<file path="src/sv/assert_macros.svh">
// Assertion macros shared by the format list parser RTL.
// No dependencies; included by every file that checks its own logic.
`ifndef ASSERT_MACROS_SVH
`define ASSERT_MACROS_SVH

// Same-cycle implication, disabled while reset is asserted.
`define SFL_ASSERT_IMP(lbl, clk, rst_n, ante, cons) \
    lbl: assert property (@(posedge clk) disable iff (!rst_n) (ante) |-> (cons)) \
        else $error("sfl assertion failed");

// Next-cycle implication, disabled while reset is asserted.
`define SFL_ASSERT_NXT(lbl, clk, rst_n, ante, cons) \
    lbl: assert property (@(posedge clk) disable iff (!rst_n) (ante) |=> (cons)) \
        else $error("sfl assertion failed");

`endif

</file>
<file path="src/sv/sfl_pkg.sv">
// Types, codes and constants of the stream format list parser.
// No dependencies; used by every module of the block.
package sfl_pkg;

    localparam int MAX_OPERAND_BYTES_DEF = 512;

    // Operand positions inside the response.
    localparam int POS_INDEX  = 7;
    localparam int POS_HDR0   = 8;
    localparam int POS_HDR1   = 9;
    localparam int POS_RATE   = 10;
    localparam int POS_COUNT  = 12;
    localparam int POS_PAIRS  = 13;
    localparam int MIN_LEN    = 9;

    localparam logic [7:0] HDR_BYTE0 = 8'h90;
    localparam logic [7:0] HDR_BYTE1 = 8'h40;
    localparam logic [7:0] FMT_PCM0  = 8'h00;
    localparam logic [7:0] FMT_PCM1  = 8'h06;
    localparam logic [7:0] FMT_MIDI  = 8'h0d;

    typedef enum logic [2:0] {
        ST_OK       = 3'd0,
        ST_SHORT    = 3'd1,
        ST_HEADER   = 3'd2,
        ST_TRUNC    = 3'd3,
        ST_FORMAT   = 3'd4,
        ST_OVERFLOW = 3'd5
    } status_t;

    typedef struct packed {
        logic [7:0] data_byte;
        logic       last_byte;
    } byte_item_t;

    typedef struct packed {
        status_t    status;
        logic [7:0] rate_code;
        logic [7:0] pcm_channels;
        logic [7:0] midi_slots;
    } result_item_t;

endpackage

</file>
<file path="src/sv/stream_format_list_parser.sv">
// Top level of the stream format list parser: input register, parse core, result register.
// Depends on sfl_pkg, sfl_parse, sfl_out_stage and assert_macros.svh.
//
//  channel   direction  handshake                   payload
//  byte      in         byte_valid / byte_stall     byte_data   (sfl_pkg::byte_item_t)
//  result    out        result_valid / result_stall result_data (sfl_pkg::result_item_t)
//  config    in         cfg_write                   cfg_data    (requested_index)
//
// One operand byte per cycle is accepted while byte_stall is low. A final byte enters
// the input register at its transfer; its result enters the result register when that
// byte moves on, and from there it can transfer on the result channel.
// The per-byte work is compares, one 8-bit add and position adds between the two registers.
// Reset (rst_n, async, active low) clears all control and parse state and the index.
// A stalled result holds the result register; a final byte waiting behind it stalls
// the byte channel, while non-final bytes keep flowing.
`include "assert_macros.svh"

module stream_format_list_parser #(
    parameter int MAX_OPERAND_BYTES = sfl_pkg::MAX_OPERAND_BYTES_DEF
) (
    input  logic                  clk,
    input  logic                  rst_n,
    input  logic                  cfg_write,
    input  logic [7:0]            cfg_data,
    input  logic                  byte_valid,
    output logic                  byte_stall,
    input  sfl_pkg::byte_item_t   byte_data,
    output logic                  result_valid,
    input  logic                  result_stall,
    output sfl_pkg::result_item_t result_data
);

    logic [7:0]            index_reg;
    logic                  in_vld_reg, in_vld_next;
    sfl_pkg::byte_item_t   in_item_reg;
    logic                  out_ready;
    logic                  advance;
    logic                  last_moves;
    sfl_pkg::result_item_t parse_result;
    logic                  fault_out;
    logic                  fields_zero;
    logic                  out_blocked;

    // Configuration register; to be written only while the block is idle, which it does not enforce.
    always_ff @(posedge clk or negedge rst_n)
    begin
        if (!rst_n)
            index_reg <= 8'd0;
        else if (cfg_write)
            index_reg <= cfg_data;
    end

    // A held byte moves on unless it is final and the result register is blocked.
    assign advance     = in_vld_reg && (!in_item_reg.last_byte || out_ready);
    assign last_moves  = advance && in_item_reg.last_byte;
    assign byte_stall  = in_vld_reg && !advance;
    assign in_vld_next = byte_stall ? in_vld_reg : byte_valid;

    always_ff @(posedge clk or negedge rst_n)
    begin
        if (!rst_n)
            in_vld_reg <= 1'b0;
        else
            in_vld_reg <= in_vld_next;
    end

    always_ff @(posedge clk)
    begin
        if (byte_valid && !byte_stall)
            in_item_reg <= byte_data;
    end

    sfl_parse #(
        .MAX_OPERAND_BYTES (MAX_OPERAND_BYTES)
    ) u_parse (
        .clk             (clk),
        .rst_n           (rst_n),
        .step            (advance),
        .item            (in_item_reg),
        .requested_index (index_reg),
        .result          (parse_result)
    );

    sfl_out_stage u_out (
        .clk          (clk),
        .rst_n        (rst_n),
        .load_valid   (last_moves),
        .load_data    (parse_result),
        .ready        (out_ready),
        .result_valid (result_valid),
        .result_stall (result_stall),
        .result_data  (result_data)
    );

    assign fault_out   = result_valid && (result_data.status != sfl_pkg::ST_OK);
    assign fields_zero = (result_data.rate_code == 8'd0) && (result_data.pcm_channels == 8'd0)
                         && (result_data.midi_slots == 8'd0);
    assign out_blocked = in_item_reg.last_byte && result_valid && result_stall;

    // A failed response carries zero totals.
    `SFL_ASSERT_IMP(a_fault_zero, clk, rst_n, fault_out, fields_zero)
    // Every final byte that moves on produces a result in the next cycle.
    `SFL_ASSERT_NXT(a_last_gives_result, clk, rst_n, last_moves, result_valid)
    // The byte channel only stalls on a final byte waiting for the result register.
    `SFL_ASSERT_IMP(a_stall_cause, clk, rst_n, byte_stall, out_blocked)

endmodule

</file>
<file path="src/sv/sfl_parse.sv">
// Per-byte parse state and result computation of the format list parser.
// Depends on sfl_pkg and assert_macros.svh.
`include "assert_macros.svh"

module sfl_parse #(
    parameter int MAX_OPERAND_BYTES = sfl_pkg::MAX_OPERAND_BYTES_DEF
) (
    input  logic                  clk,
    input  logic                  rst_n,
    input  logic                  step,
    input  sfl_pkg::byte_item_t   item,
    input  logic [7:0]            requested_index,
    output sfl_pkg::result_item_t result
);

    localparam int PosW = $clog2(MAX_OPERAND_BYTES + 1);
    localparam int CmpW = (PosW - 1 > 8) ? PosW - 1 : 8;

    logic [PosW-1:0]  pos_reg, pos_next;
    logic [7:0]       field_total_reg, field_total_next;
    logic [7:0]       pending_reg, pending_next;
    logic [7:0]       pcm_reg, pcm_next;
    logic [7:0]       midi_reg, midi_next;
    logic [7:0]       rate_reg, rate_next;
    sfl_pkg::status_t fault_reg, fault_next;

    logic [PosW-1:0]  q;
    logic [PosW-2:0]  pair_idx;
    logic [PosW-1:0]  len;
    logic [PosW-1:0]  len_rem;
    logic             take;
    logic             in_pairs;
    logic             is_midi;
    logic             fmt_ok;
    logic [8:0]       sum9;
    sfl_pkg::status_t fault_new;
    sfl_pkg::status_t status;

    always_comb
    begin
        pcm_next         = pcm_reg;
        midi_next        = midi_reg;
        rate_next        = rate_reg;
        field_total_next = field_total_reg;
        pending_next     = pending_reg;
        fault_new        = sfl_pkg::ST_OK;

        take     = (pos_reg < PosW'(MAX_OPERAND_BYTES));
        q        = pos_reg - PosW'(sfl_pkg::POS_PAIRS);
        pair_idx = q[PosW-1:1];
        in_pairs = (pos_reg >= PosW'(sfl_pkg::POS_PAIRS))
                   && (CmpW'(pair_idx) < CmpW'(field_total_reg));
        is_midi  = (item.data_byte == sfl_pkg::FMT_MIDI);
        fmt_ok   = is_midi || (item.data_byte == sfl_pkg::FMT_PCM0)
                   || (item.data_byte == sfl_pkg::FMT_PCM1);
        sum9     = {1'b0, (is_midi ? midi_reg : pcm_reg)} + {1'b0, pending_reg};

        if (take)
        begin
            if (pos_reg == PosW'(sfl_pkg::POS_INDEX))
            begin
                if (item.data_byte != requested_index)
                    fault_new = sfl_pkg::ST_SHORT;
            end
            else if (pos_reg == PosW'(sfl_pkg::POS_HDR0))
            begin
                if (item.data_byte != sfl_pkg::HDR_BYTE0)
                    fault_new = sfl_pkg::ST_HEADER;
            end
            else if (pos_reg == PosW'(sfl_pkg::POS_HDR1))
            begin
                if (item.data_byte != sfl_pkg::HDR_BYTE1)
                    fault_new = sfl_pkg::ST_HEADER;
            end
            else if (pos_reg == PosW'(sfl_pkg::POS_RATE))
            begin
                rate_next = item.data_byte;
            end
            else if (pos_reg == PosW'(sfl_pkg::POS_COUNT))
            begin
                field_total_next = item.data_byte;
            end
            else if (in_pairs)
            begin
                if (!q[0])
                    pending_next = item.data_byte;
                else if (!fmt_ok)
                    fault_new = sfl_pkg::ST_FORMAT;
                else if (sum9[8])
                    fault_new = sfl_pkg::ST_OVERFLOW;
                else if (is_midi)
                    midi_next = sum9[7:0];
                else
                    pcm_next = sum9[7:0];
            end
        end

        // only the first fault of a response sticks
        fault_next = (fault_reg == sfl_pkg::ST_OK) ? fault_new : fault_reg;
        len        = take ? pos_reg + PosW'(1) : pos_reg;
        pos_next   = len;
        len_rem    = (len - PosW'(sfl_pkg::POS_PAIRS)) >> 1;

        if (len < PosW'(sfl_pkg::MIN_LEN) || fault_next == sfl_pkg::ST_SHORT)
            status = sfl_pkg::ST_SHORT;
        else if (len < PosW'(sfl_pkg::POS_PAIRS) || fault_next == sfl_pkg::ST_HEADER)
            status = sfl_pkg::ST_HEADER;
        else if (CmpW'(field_total_next) > CmpW'(len_rem))
            status = sfl_pkg::ST_TRUNC;
        else
            status = fault_next;

        result.status = status;
        if (status == sfl_pkg::ST_OK)
        begin
            result.rate_code    = rate_next;
            result.pcm_channels = pcm_next;
            result.midi_slots   = midi_next;
        end
        else
        begin
            result.rate_code    = 8'd0;
            result.pcm_channels = 8'd0;
            result.midi_slots   = 8'd0;
        end
    end

    always_ff @(posedge clk or negedge rst_n)
    begin
        if (!rst_n)
        begin
            pos_reg         <= '0;
            field_total_reg <= '0;
            pending_reg     <= '0;
            pcm_reg         <= '0;
            midi_reg        <= '0;
            rate_reg        <= '0;
            fault_reg       <= sfl_pkg::ST_OK;
        end
        else if (step)
        begin
            if (item.last_byte)
            begin
                pos_reg         <= '0;
                field_total_reg <= '0;
                pending_reg     <= '0;
                pcm_reg         <= '0;
                midi_reg        <= '0;
                rate_reg        <= '0;
                fault_reg       <= sfl_pkg::ST_OK;
            end
            else
            begin
                pos_reg         <= pos_next;
                field_total_reg <= field_total_next;
                pending_reg     <= pending_next;
                pcm_reg         <= pcm_next;
                midi_reg        <= midi_next;
                rate_reg        <= rate_next;
                fault_reg       <= fault_next;
            end
        end
    end

    `SFL_ASSERT_IMP(a_pos_bound, clk, rst_n, 1'b1, pos_reg <= PosW'(MAX_OPERAND_BYTES))
    `SFL_ASSERT_NXT(a_clear_after_last, clk, rst_n, step && item.last_byte, (pos_reg == '0) && (fault_reg == sfl_pkg::ST_OK))

endmodule

</file>
<file path="src/sv/sfl_out_stage.sv">
// Result register of the format list parser, decoupling the result stall.
// Depends on sfl_pkg.
module sfl_out_stage (
    input  logic                  clk,
    input  logic                  rst_n,
    input  logic                  load_valid,
    input  sfl_pkg::result_item_t load_data,
    output logic                  ready,
    output logic                  result_valid,
    input  logic                  result_stall,
    output sfl_pkg::result_item_t result_data
);

    logic                  valid_reg, valid_next;
    sfl_pkg::result_item_t data_reg;

    assign ready      = !valid_reg || !result_stall;
    assign valid_next = ready ? load_valid : valid_reg;

    always_ff @(posedge clk or negedge rst_n)
    begin
        if (!rst_n)
            valid_reg <= 1'b0;
        else
            valid_reg <= valid_next;
    end

    always_ff @(posedge clk)
    begin
        if (ready && load_valid)
            data_reg <= load_data;
    end

    assign result_valid = valid_reg;
    assign result_data  = data_reg;

endmodule

</file>
<file path="config.mk">
export PLATFORM = sky130hd
export DESIGN_NAME = stream_format_list_parser
export DESIGN_NICKNAME = d
export VERILOG_FILES = /design/src/sv/sfl_pkg.sv /design/src/sv/stream_format_list_parser.sv /design/src/sv/sfl_parse.sv /design/src/sv/sfl_out_stage.sv
export VERILOG_INCLUDE_DIRS = /design/src /design/src/sv
export SDC_FILE = /design/constraint.sdc
export NUM_CORES = 1
export LEC_CHECK = 0
export BUFFER_PORTS_ARGS = -buffer_cell sky130_fd_sc_hd__buf_2
export CORE_MARGIN = 4
export CORE_UTILIZATION = 40
export CTS_CLUSTER_SIZE = 20
export DETAILED_ROUTE_END_ITERATION = 10
export MAX_ROUTING_LAYER = met4
export PLACE_DENSITY = 0.56
export SETUP_SLACK_MARGIN = 0.02
export SLEW_MARGIN = 10
export SYNTH_ARGS = -nofsm -noshare
export SYNTH_HDL_FRONTEND = slang
export SYNTH_HIERARCHICAL = 1
export SYNTH_SLANG_ARGS = --single-unit
</file>
<file path="constraint.sdc">
create_clock -name clk -period 5.8 [get_ports clk]
set_clock_uncertainty 0.1 [all_clocks]
set_input_delay 0 -clock clk [delete_from_list [all_inputs] [get_ports clk]]
set_output_delay 0 -clock clk [all_outputs]
set_load 0.01 [all_outputs]
</file>
## Word-level counts from Yosys, hierarchy flattened

Cells that the tools add are included.
W data, S select, Z words.

- Equality and inequality tests: 18
- Multipliers: 0
- $add $sub $neg: 4
- Reduce and logical (&&, ||, !) cells: 23
- $lt $le $gt $ge: 6
- Bitwise gates (word level): 0
- Muxes and demuxes: 67
- Shifts and indexed selects: 0
- Div/mod/pow operators: 0

Operators by type and width:

| operator | number |
|---|---|
| $mux W8 | 47 |
| $mux W3 | 15 |
| $eq A10 B4 Y1 const B | 4 |
| $lt A10 B4 Y1 const B | 2 |
| $mux W10 | 2 |
| $sub A10 B4 Y10 const B | 2 |
| $ne A2 B2 Y1 const B | 6 |
| $add A10 B1 Y10 const B | 1 |
| $eq A10 B3 Y1 const B | 1 |
| $ge A10 B4 Y1 const B | 1 |
| $lt A10 B10 Y1 const B | 1 |
| $add A8 B8 Y9 | 1 |
| $gt A8 B9 Y1 | 1 |
| $lt A9 B8 Y1 | 1 |
| $reduce_and A9 Y1 | 1 |
| $eq A8 B3 Y1 const B | 1 |
| $eq A8 B4 Y1 const B | 1 |
| $logic_not A8 Y1 | 1 |
| $ne A8 B7 Y1 const B | 1 |
| $ne A8 B8 Y1 | 1 |
| $ne A8 B8 Y1 const B | 1 |
| $logic_and A1 B1 Y1 | 6 |
| $logic_not A3 Y1 | 2 |
| $logic_or A1 B1 Y1 | 6 |
| other kinds (6) | 12 |

- Word-level logic and storage cells: 134
- Memories kept: 0
- ROM bits: 0
- Register bits: 99
- Memory bits (writable): 0
- Output and inout bits: 29
- Input bits: 22
- Bits in latches: 0

## Depth between registers and ports, before layout

- Depth after elaboration: 19
- Gate-level depth with buffers: 19
- Mapped depth without buffers: 16

## By module

Netlist, hierarchy kept.

Modules (own cells, without submodules):

| module | area an instance (sq um) | cells each | times used |
|---|---|---|---|
| sfl_parse | 4458.0 | 479 | 1 |
| sfl_out_stage | 858.3 | 31 | 1 |
| stream_format_list_parser | 669.4 | 35 | 1 |

## Worst setup path after synthesis

Ideal clock, no wire load.

- Path kind: register -> register
- Start: register in_item_reg[2] (netlist name)
- End: register u_out.data_reg, in the netlist u_out/result_data[16], data pin
- Data required time: 5.563 ns
- Clock period less this slack: 4.278 ns
- Arrival time: 4.041 ns
- Library setup time: 0.137 ns
- Stages on the path, launching flop included: 16
- Path slack: 1.522 ns
- Cells stage by stage: edfxtp_1 clkbuf_1 nand4b_1 nor2_1 mux2_2 ha_1 fa_1 a21oi_1 o2111ai_1 o31ai_1 nand2_1 a311oi_1 or4b_1 buf_6 buf_12 nor2_4

- Longest elaborated chain between the ends: 19

Ends and longest elaborated chain:

| element | RTL line | source |
|---|---|---|
| start: declaration | stream_format_list_parser.sv:35 | `sfl_pkg::byte_item_t in_item_reg;` |
| start signal: assignment | stream_format_list_parser.sv:70 | `in_item_reg <= byte_data;` |
| $eq A8 B4 Y1 | sfl_parse.sv:53 | `is_midi = (item.data_byte == sfl_pkg::FMT_MIDI);` |
| $mux W8 | sfl_parse.sv:56 | `sum9 = {1'b0, (is_midi ? midi_reg : pcm_reg)} + {1'b0, pending_reg};` |
| $add A8 B8 Y9 | sfl_parse.sv:56 |  |
| $mux W3 | sfl_parse.sv:89 | `else if (sum9[8])` |
| $mux W3 | sfl_parse.sv:87 | `else if (!fmt_ok)` |
| $mux W3 | sfl_parse.sv:85 | `if (!q[0])` |
| $mux W3 | sfl_parse.sv:83 | `else if (in_pairs)` |
| $mux W3 | sfl_parse.sv:79 | `else if (pos_reg == PosW'(sfl_pkg::POS_COUNT))` |
| [3 not listed] | n/a |  |
| $mux W3 | sfl_parse.sv:60 | `if (pos_reg == PosW'(sfl_pkg::POS_INDEX))` |
| $mux W3 | sfl_parse.sv:58 | `if (take)` |
| $mux W3 | sfl_parse.sv:99 | `fault_next = (fault_reg == sfl_pkg::ST_OK) ? fault_new : fault_reg;` |
| $eq A3 B2 Y1 | sfl_parse.sv:106 | `else if (len < PosW'(sfl_pkg::POS_PAIRS) \|\| fault_next == sfl_pkg::ST_HEADER)` |
| $logic_or A1 B1 Y1 | sfl_parse.sv:106 |  |
| $mux W3 | sfl_parse.sv:106 |  |
| $mux W3 (*) | sfl_parse.sv:104 | `if (len < PosW'(sfl_pkg::MIN_LEN) \|\| fault_next == sfl_pkg::ST_SHORT)` |
| $logic_not A3 Y1 (*) | sfl_parse.sv:114 | `if (status == sfl_pkg::ST_OK)` |
| end signal: assignment | sfl_out_stage.sv:31 | `data_reg <= load_data;` |
| end: declaration | sfl_out_stage.sv:15 | `sfl_pkg::result_item_t data_reg;` |

Mark *: on every way between the ends. The rest lies on a longest branch, timed or not.
A chain may end at the register's enable or synchronous reset.

## Worst setup path in the final report

- Start: register in_item_reg[2] (netlist name)
- End: register u_out.data_reg, in the netlist u_out/result_data[7], data pin

- Longest elaborated chain between the ends: 19

Ends and longest elaborated chain:

| element | RTL line |
|---|---|
| $eq A8 B4 Y1 | sfl_parse.sv:53 |
| $mux W8 | sfl_parse.sv:56 |
| $add A8 B8 Y9 | sfl_parse.sv:56 |
| $mux W3 | sfl_parse.sv:89 |
| $mux W3 | sfl_parse.sv:87 |
| $mux W3 | sfl_parse.sv:85 |
| $mux W3 | sfl_parse.sv:83 |
| $mux W3 | sfl_parse.sv:79 |
| [3 not listed] | n/a |
| $mux W3 | sfl_parse.sv:60 |
| $mux W3 | sfl_parse.sv:58 |
| $mux W3 | sfl_parse.sv:99 |
| $eq A3 B2 Y1 | sfl_parse.sv:106 |
| $logic_or A1 B1 Y1 | sfl_parse.sv:106 |
| $mux W3 | sfl_parse.sv:106 |
| $mux W3 | sfl_parse.sv:104 |
| $logic_not A3 Y1 | sfl_parse.sv:114 |

Parallel ways exist; a longest one is shown, timed or not.

==> out/summary.txt <==
Placed cell count - 756
Die Footprint - 0.01699 sq mm
Top-Level Pins - 51
Die width - 130.3 microns
FMAX - 198.4 MHz
Library cells used by synthesis - 68
Static leakage power - 3.079 nW
Clock tree from TritonCTS - done
First DRT Iteration DRCs - 253
Synth Flop Type - sky130_fd_sc_hd__dfrtp_1
Most area-hungry cell type in the Yosys netlist - sky130_fd_sc_hd__dfrtp_1
Clock H-tree levels - 3
Sequential share of power - 49.7%
Unrepaired setup endpoints after global routing - no
Worst max-slew margin expressed relative to the limit - 44.16%
Worst Setup Slack post-DPL - 0.7910 ns
Worst min-delay path category - input port to flop
Setup slack after layout - 0.7609 ns
Post-route fraction of the period consumed by the critical path - 86.88%
GRT Resource Usage Total - 18.58%
Sum of negative setup slack - 0 ns
Critical Path RT - 5.90 ns
Net Sw Power - 0.4299 mW
Power Internal - 1.137 mW
Final std cells w/o fill - 801
CP Capture Type - flop
Maximum count of clock buffers along a single path - 2
Detailed-route via count - 4436
Number of global-route vias before repair - 4399
Synth Cell Area - 0.005986 sq mm
Synth cell count leaders - 63 x sky130_fd_sc_hd__dfrtp_1, 42 x sky130_fd_sc_hd__nand2_1, 36 x sky130_fd_sc_hd__edfxtp_1
Startpoint of the most critical hold path - byte_data[3]
Count of standard-cell rows - 44
Overall power - 1.566 mW
Mean Syn Cell Area - 10.98 sq um
Result of the run - finished clean
Post-cts sizing count - 0
Global route overflow - 0
Nets - 664
Switching share of power - 27.44%
Post-CTS Setup Bufs - 0
Fillers - 1331
Total of buffers placed on input and output ports - 50
Share of final-layout standard cells stronger than drive strength 1 - 20.42%
Die boundary height - 130.3 microns
Antenna diodes - 0
Post-Synthesis Net Count - 597
Final setup vio count - 0
CORE AREA - 0.01459 sq mm
Antenna violations before repair - 0
Worst-case vdd ir drop - 0.0001215 V
Critical path fanouts, max - 24
Placer congestion estimate - 0.9223
Share of the synthesized area in the top cell type - 26.34%
EDFF count, synth - 36
Count of unresolved DRC violations after routing - 0
Hold buffer count at CTS - 29
Max Transition Viols Final - 0
Post-Synthesis Cells - 545
Max-capacitance violation count - 0
First-pass GRT wire length - 23.67 mm
Detailed-routing iteration count for the pre-antenna-repair pass - 5
Cells on Worst Hold Path - 2
Layout overhead on the synthesized area - 15.66%
Final Hold Fails - 0
Part of the power in combinational logic - 12.2%
Power per standard cell area - 226.3 mW/mm^2
Reg-to-reg critical path startpoint - in_item_reg[2]$_DFFE_PP_
Clock insertion delay at the later pin of the skew report - 0.36 ns
Fin crit period - 5.039 ns
Arrival time of the worst setup path - 5.14 ns
Remaining number of nets flagged by the antenna check after routing - 0
Startpoint Class - flop
Total number of yosys warnings - 6
Capturing point of the worst reg2reg path - u_out/result_data[7]$_DFFE_PP_
Top post-synthesis cells by area - sky130_fd_sc_hd__dfrtp_1 26%, sky130_fd_sc_hd__edfxtp_1 18%, sky130_fd_sc_hd__ha_1 6.1%, sky130_fd_sc_hd__mux2i_1 4.2%, sky130_fd_sc_hd__a22o_1 4.1%
Number of flip-flops in the largest register - 27
#FFs+latches synth - 99
Via-to-Cell Ratio - 5.538
Worst Path Class, Setup - flop to flop
Half-perimeter wire length after placement - 9.996 mm
Asr flop ratio synth - 63.64%
Min Hold Slack - 0.2500 ns
Worst reg2reg setup slack - 0.76 ns
Measured slew at the worst slew-check pin - 0.8377 ns
Pin count of the biggest net entering global routing - 64
Most repeated cell in the gate-level netlist after synthesis - sky130_fd_sc_hd__dfrtp_1
WL per Instance - 17.72 microns
Sum of routed wire length over all layers - 14.20 mm
Proportion of synthesized chip area in sequential cells - 44.40%
Endpoint of the worst hold-timing path - in_item_reg[3]$_DFFE_PP_
Number of buffers added by the clock tree synthesis step - 9
Post-CTS clock slew at the launch and capture registers of the worst setup and hold paths - 0.08 ns
Clock Tree Root - sky130_fd_sc_hd__clkbuf_16
Cell count of the worst reg-to-reg path - 14
Initial standard-cell utilization of the core - 41.03%
Clock net sink count - 99
Clk pwr share - 38.1%
==> cell usage in the layout, fill, tap and decap left out, types with 25 or more instances in the layout <==
cell,instances
sky130_fd_sc_hd__nand2_1,42
sky130_fd_sc_hd__a22o_1,28
sky130_fd_sc_hd__nor2_1,26
sky130_fd_sc_hd__dlygate4sd3_1,29
sky130_fd_sc_hd__dfrtp_1,63
sky130_fd_sc_hd__ha_1,29
sky130_fd_sc_hd__buf_2,50
sky130_fd_sc_hd__o21ai_0,32
sky130_fd_sc_hd__edfxtp_1,36
sky130_fd_sc_hd__mux2i_1,25
==> area by class of cell <==
class                           instances  area [sq um]  area share (%)
Clock buffer                            9         225.2           3.253
Clock inverter                          7         70.07           1.012
Inverter                               20         75.07           1.084
Multi-Input combinational cell        395          3064           44.26
Sequential cell                        99          2658           38.39
Tap cell                              184         230.2           3.326
Timing Repair Buffer                   87         600.6           8.675
==> power groups by stage <==
stage	combinational (mW)	sequential, mW	clock (mW)
global placement	0.169	0.793	0
global route	0.214	0.783	0.646
floorplan	0.121	0.781	0
CTS	0.191	0.779	0.617
detailed placement	0.171	0.794	0
finish	0.191	0.779	0.597
==> routing by layer <==
layer	part of all wire, %	up-vias	GRT usage, %
met5	0	-	-
met4	2.2	0	7.018
met3	3.8	23	2.702
met2	49	106	30.02
met1	45	2174	23.76
li1	-	2133	-
==> cells by family after synthesis <==
family | share of synthesized area (%)
buf+inv | 4.452
fa+ha+maj | 6.396
compound gates | 16.05
flops | 44.40
xor+xnor | 5.268
mux | 7.692
simple gates | 15.74
==> worst max-delay path by stage <==
| stage | startpoint | end | slack, ns | cells after the start |
|---|---|---|---|---|
| finish | in_item_reg[2]$_DFFE_PP_ | u_out/result_data[7]$_DFFE_PP_ | 0.76 | 14 |
| global placement | in_item_reg[2]$_DFFE_PP_ | u_out/result_data[15]$_DFFE_PP_ | 0.80 | 14 |
| floorplan | in_item_reg[2]$_DFFE_PP_ | u_out/result_data[16]$_DFFE_PP_ | 1.52 | 15 |
| detailed placement | in_item_reg[2]$_DFFE_PP_ | u_out/result_data[7]$_DFFE_PP_ | 0.79 | 14 |
| global route | in_item_reg[2]$_DFFE_PP_ | u_out/result_data[7]$_DFFE_PP_ | 0.42 | 14 |
| CTS | in_item_reg[2]$_DFFE_PP_ | u_out/result_data[15]$_DFFE_PP_ | 0.73 | 14 |
==> stage by stage <==
stage                     util, %  cell area, sq um
after floorplan                 -              5986
after global placement      43.42              6335
after detailed placement    43.42              6335
after CTS                   47.44              6920
after global routing        47.45              6923
final                       47.45              6923
==> worst max-delay path: stages (launching register included) <==
cell and delay (ns):
sky130_fd_sc_hd__edfxtp_1 0.58, sky130_fd_sc_hd__nand4b_1 0.30, sky130_fd_sc_hd__nor2_1 0.13, sky130_fd_sc_hd__buf_4 0.20
sky130_fd_sc_hd__mux2_2 0.35, sky130_fd_sc_hd__ha_1 0.20, sky130_fd_sc_hd__fa_1 0.41, sky130_fd_sc_hd__a21oi_1 0.22
sky130_fd_sc_hd__o2111ai_1 0.21, sky130_fd_sc_hd__o31ai_1 0.55, sky130_fd_sc_hd__nand2_1 0.20, sky130_fd_sc_hd__a311oi_1 0.29
sky130_fd_sc_hd__or4b_2 0.61, sky130_fd_sc_hd__buf_4 0.33, sky130_fd_sc_hd__a21oi_1 0.20
No activity file was read; power rests on OpenSTA's default activity.
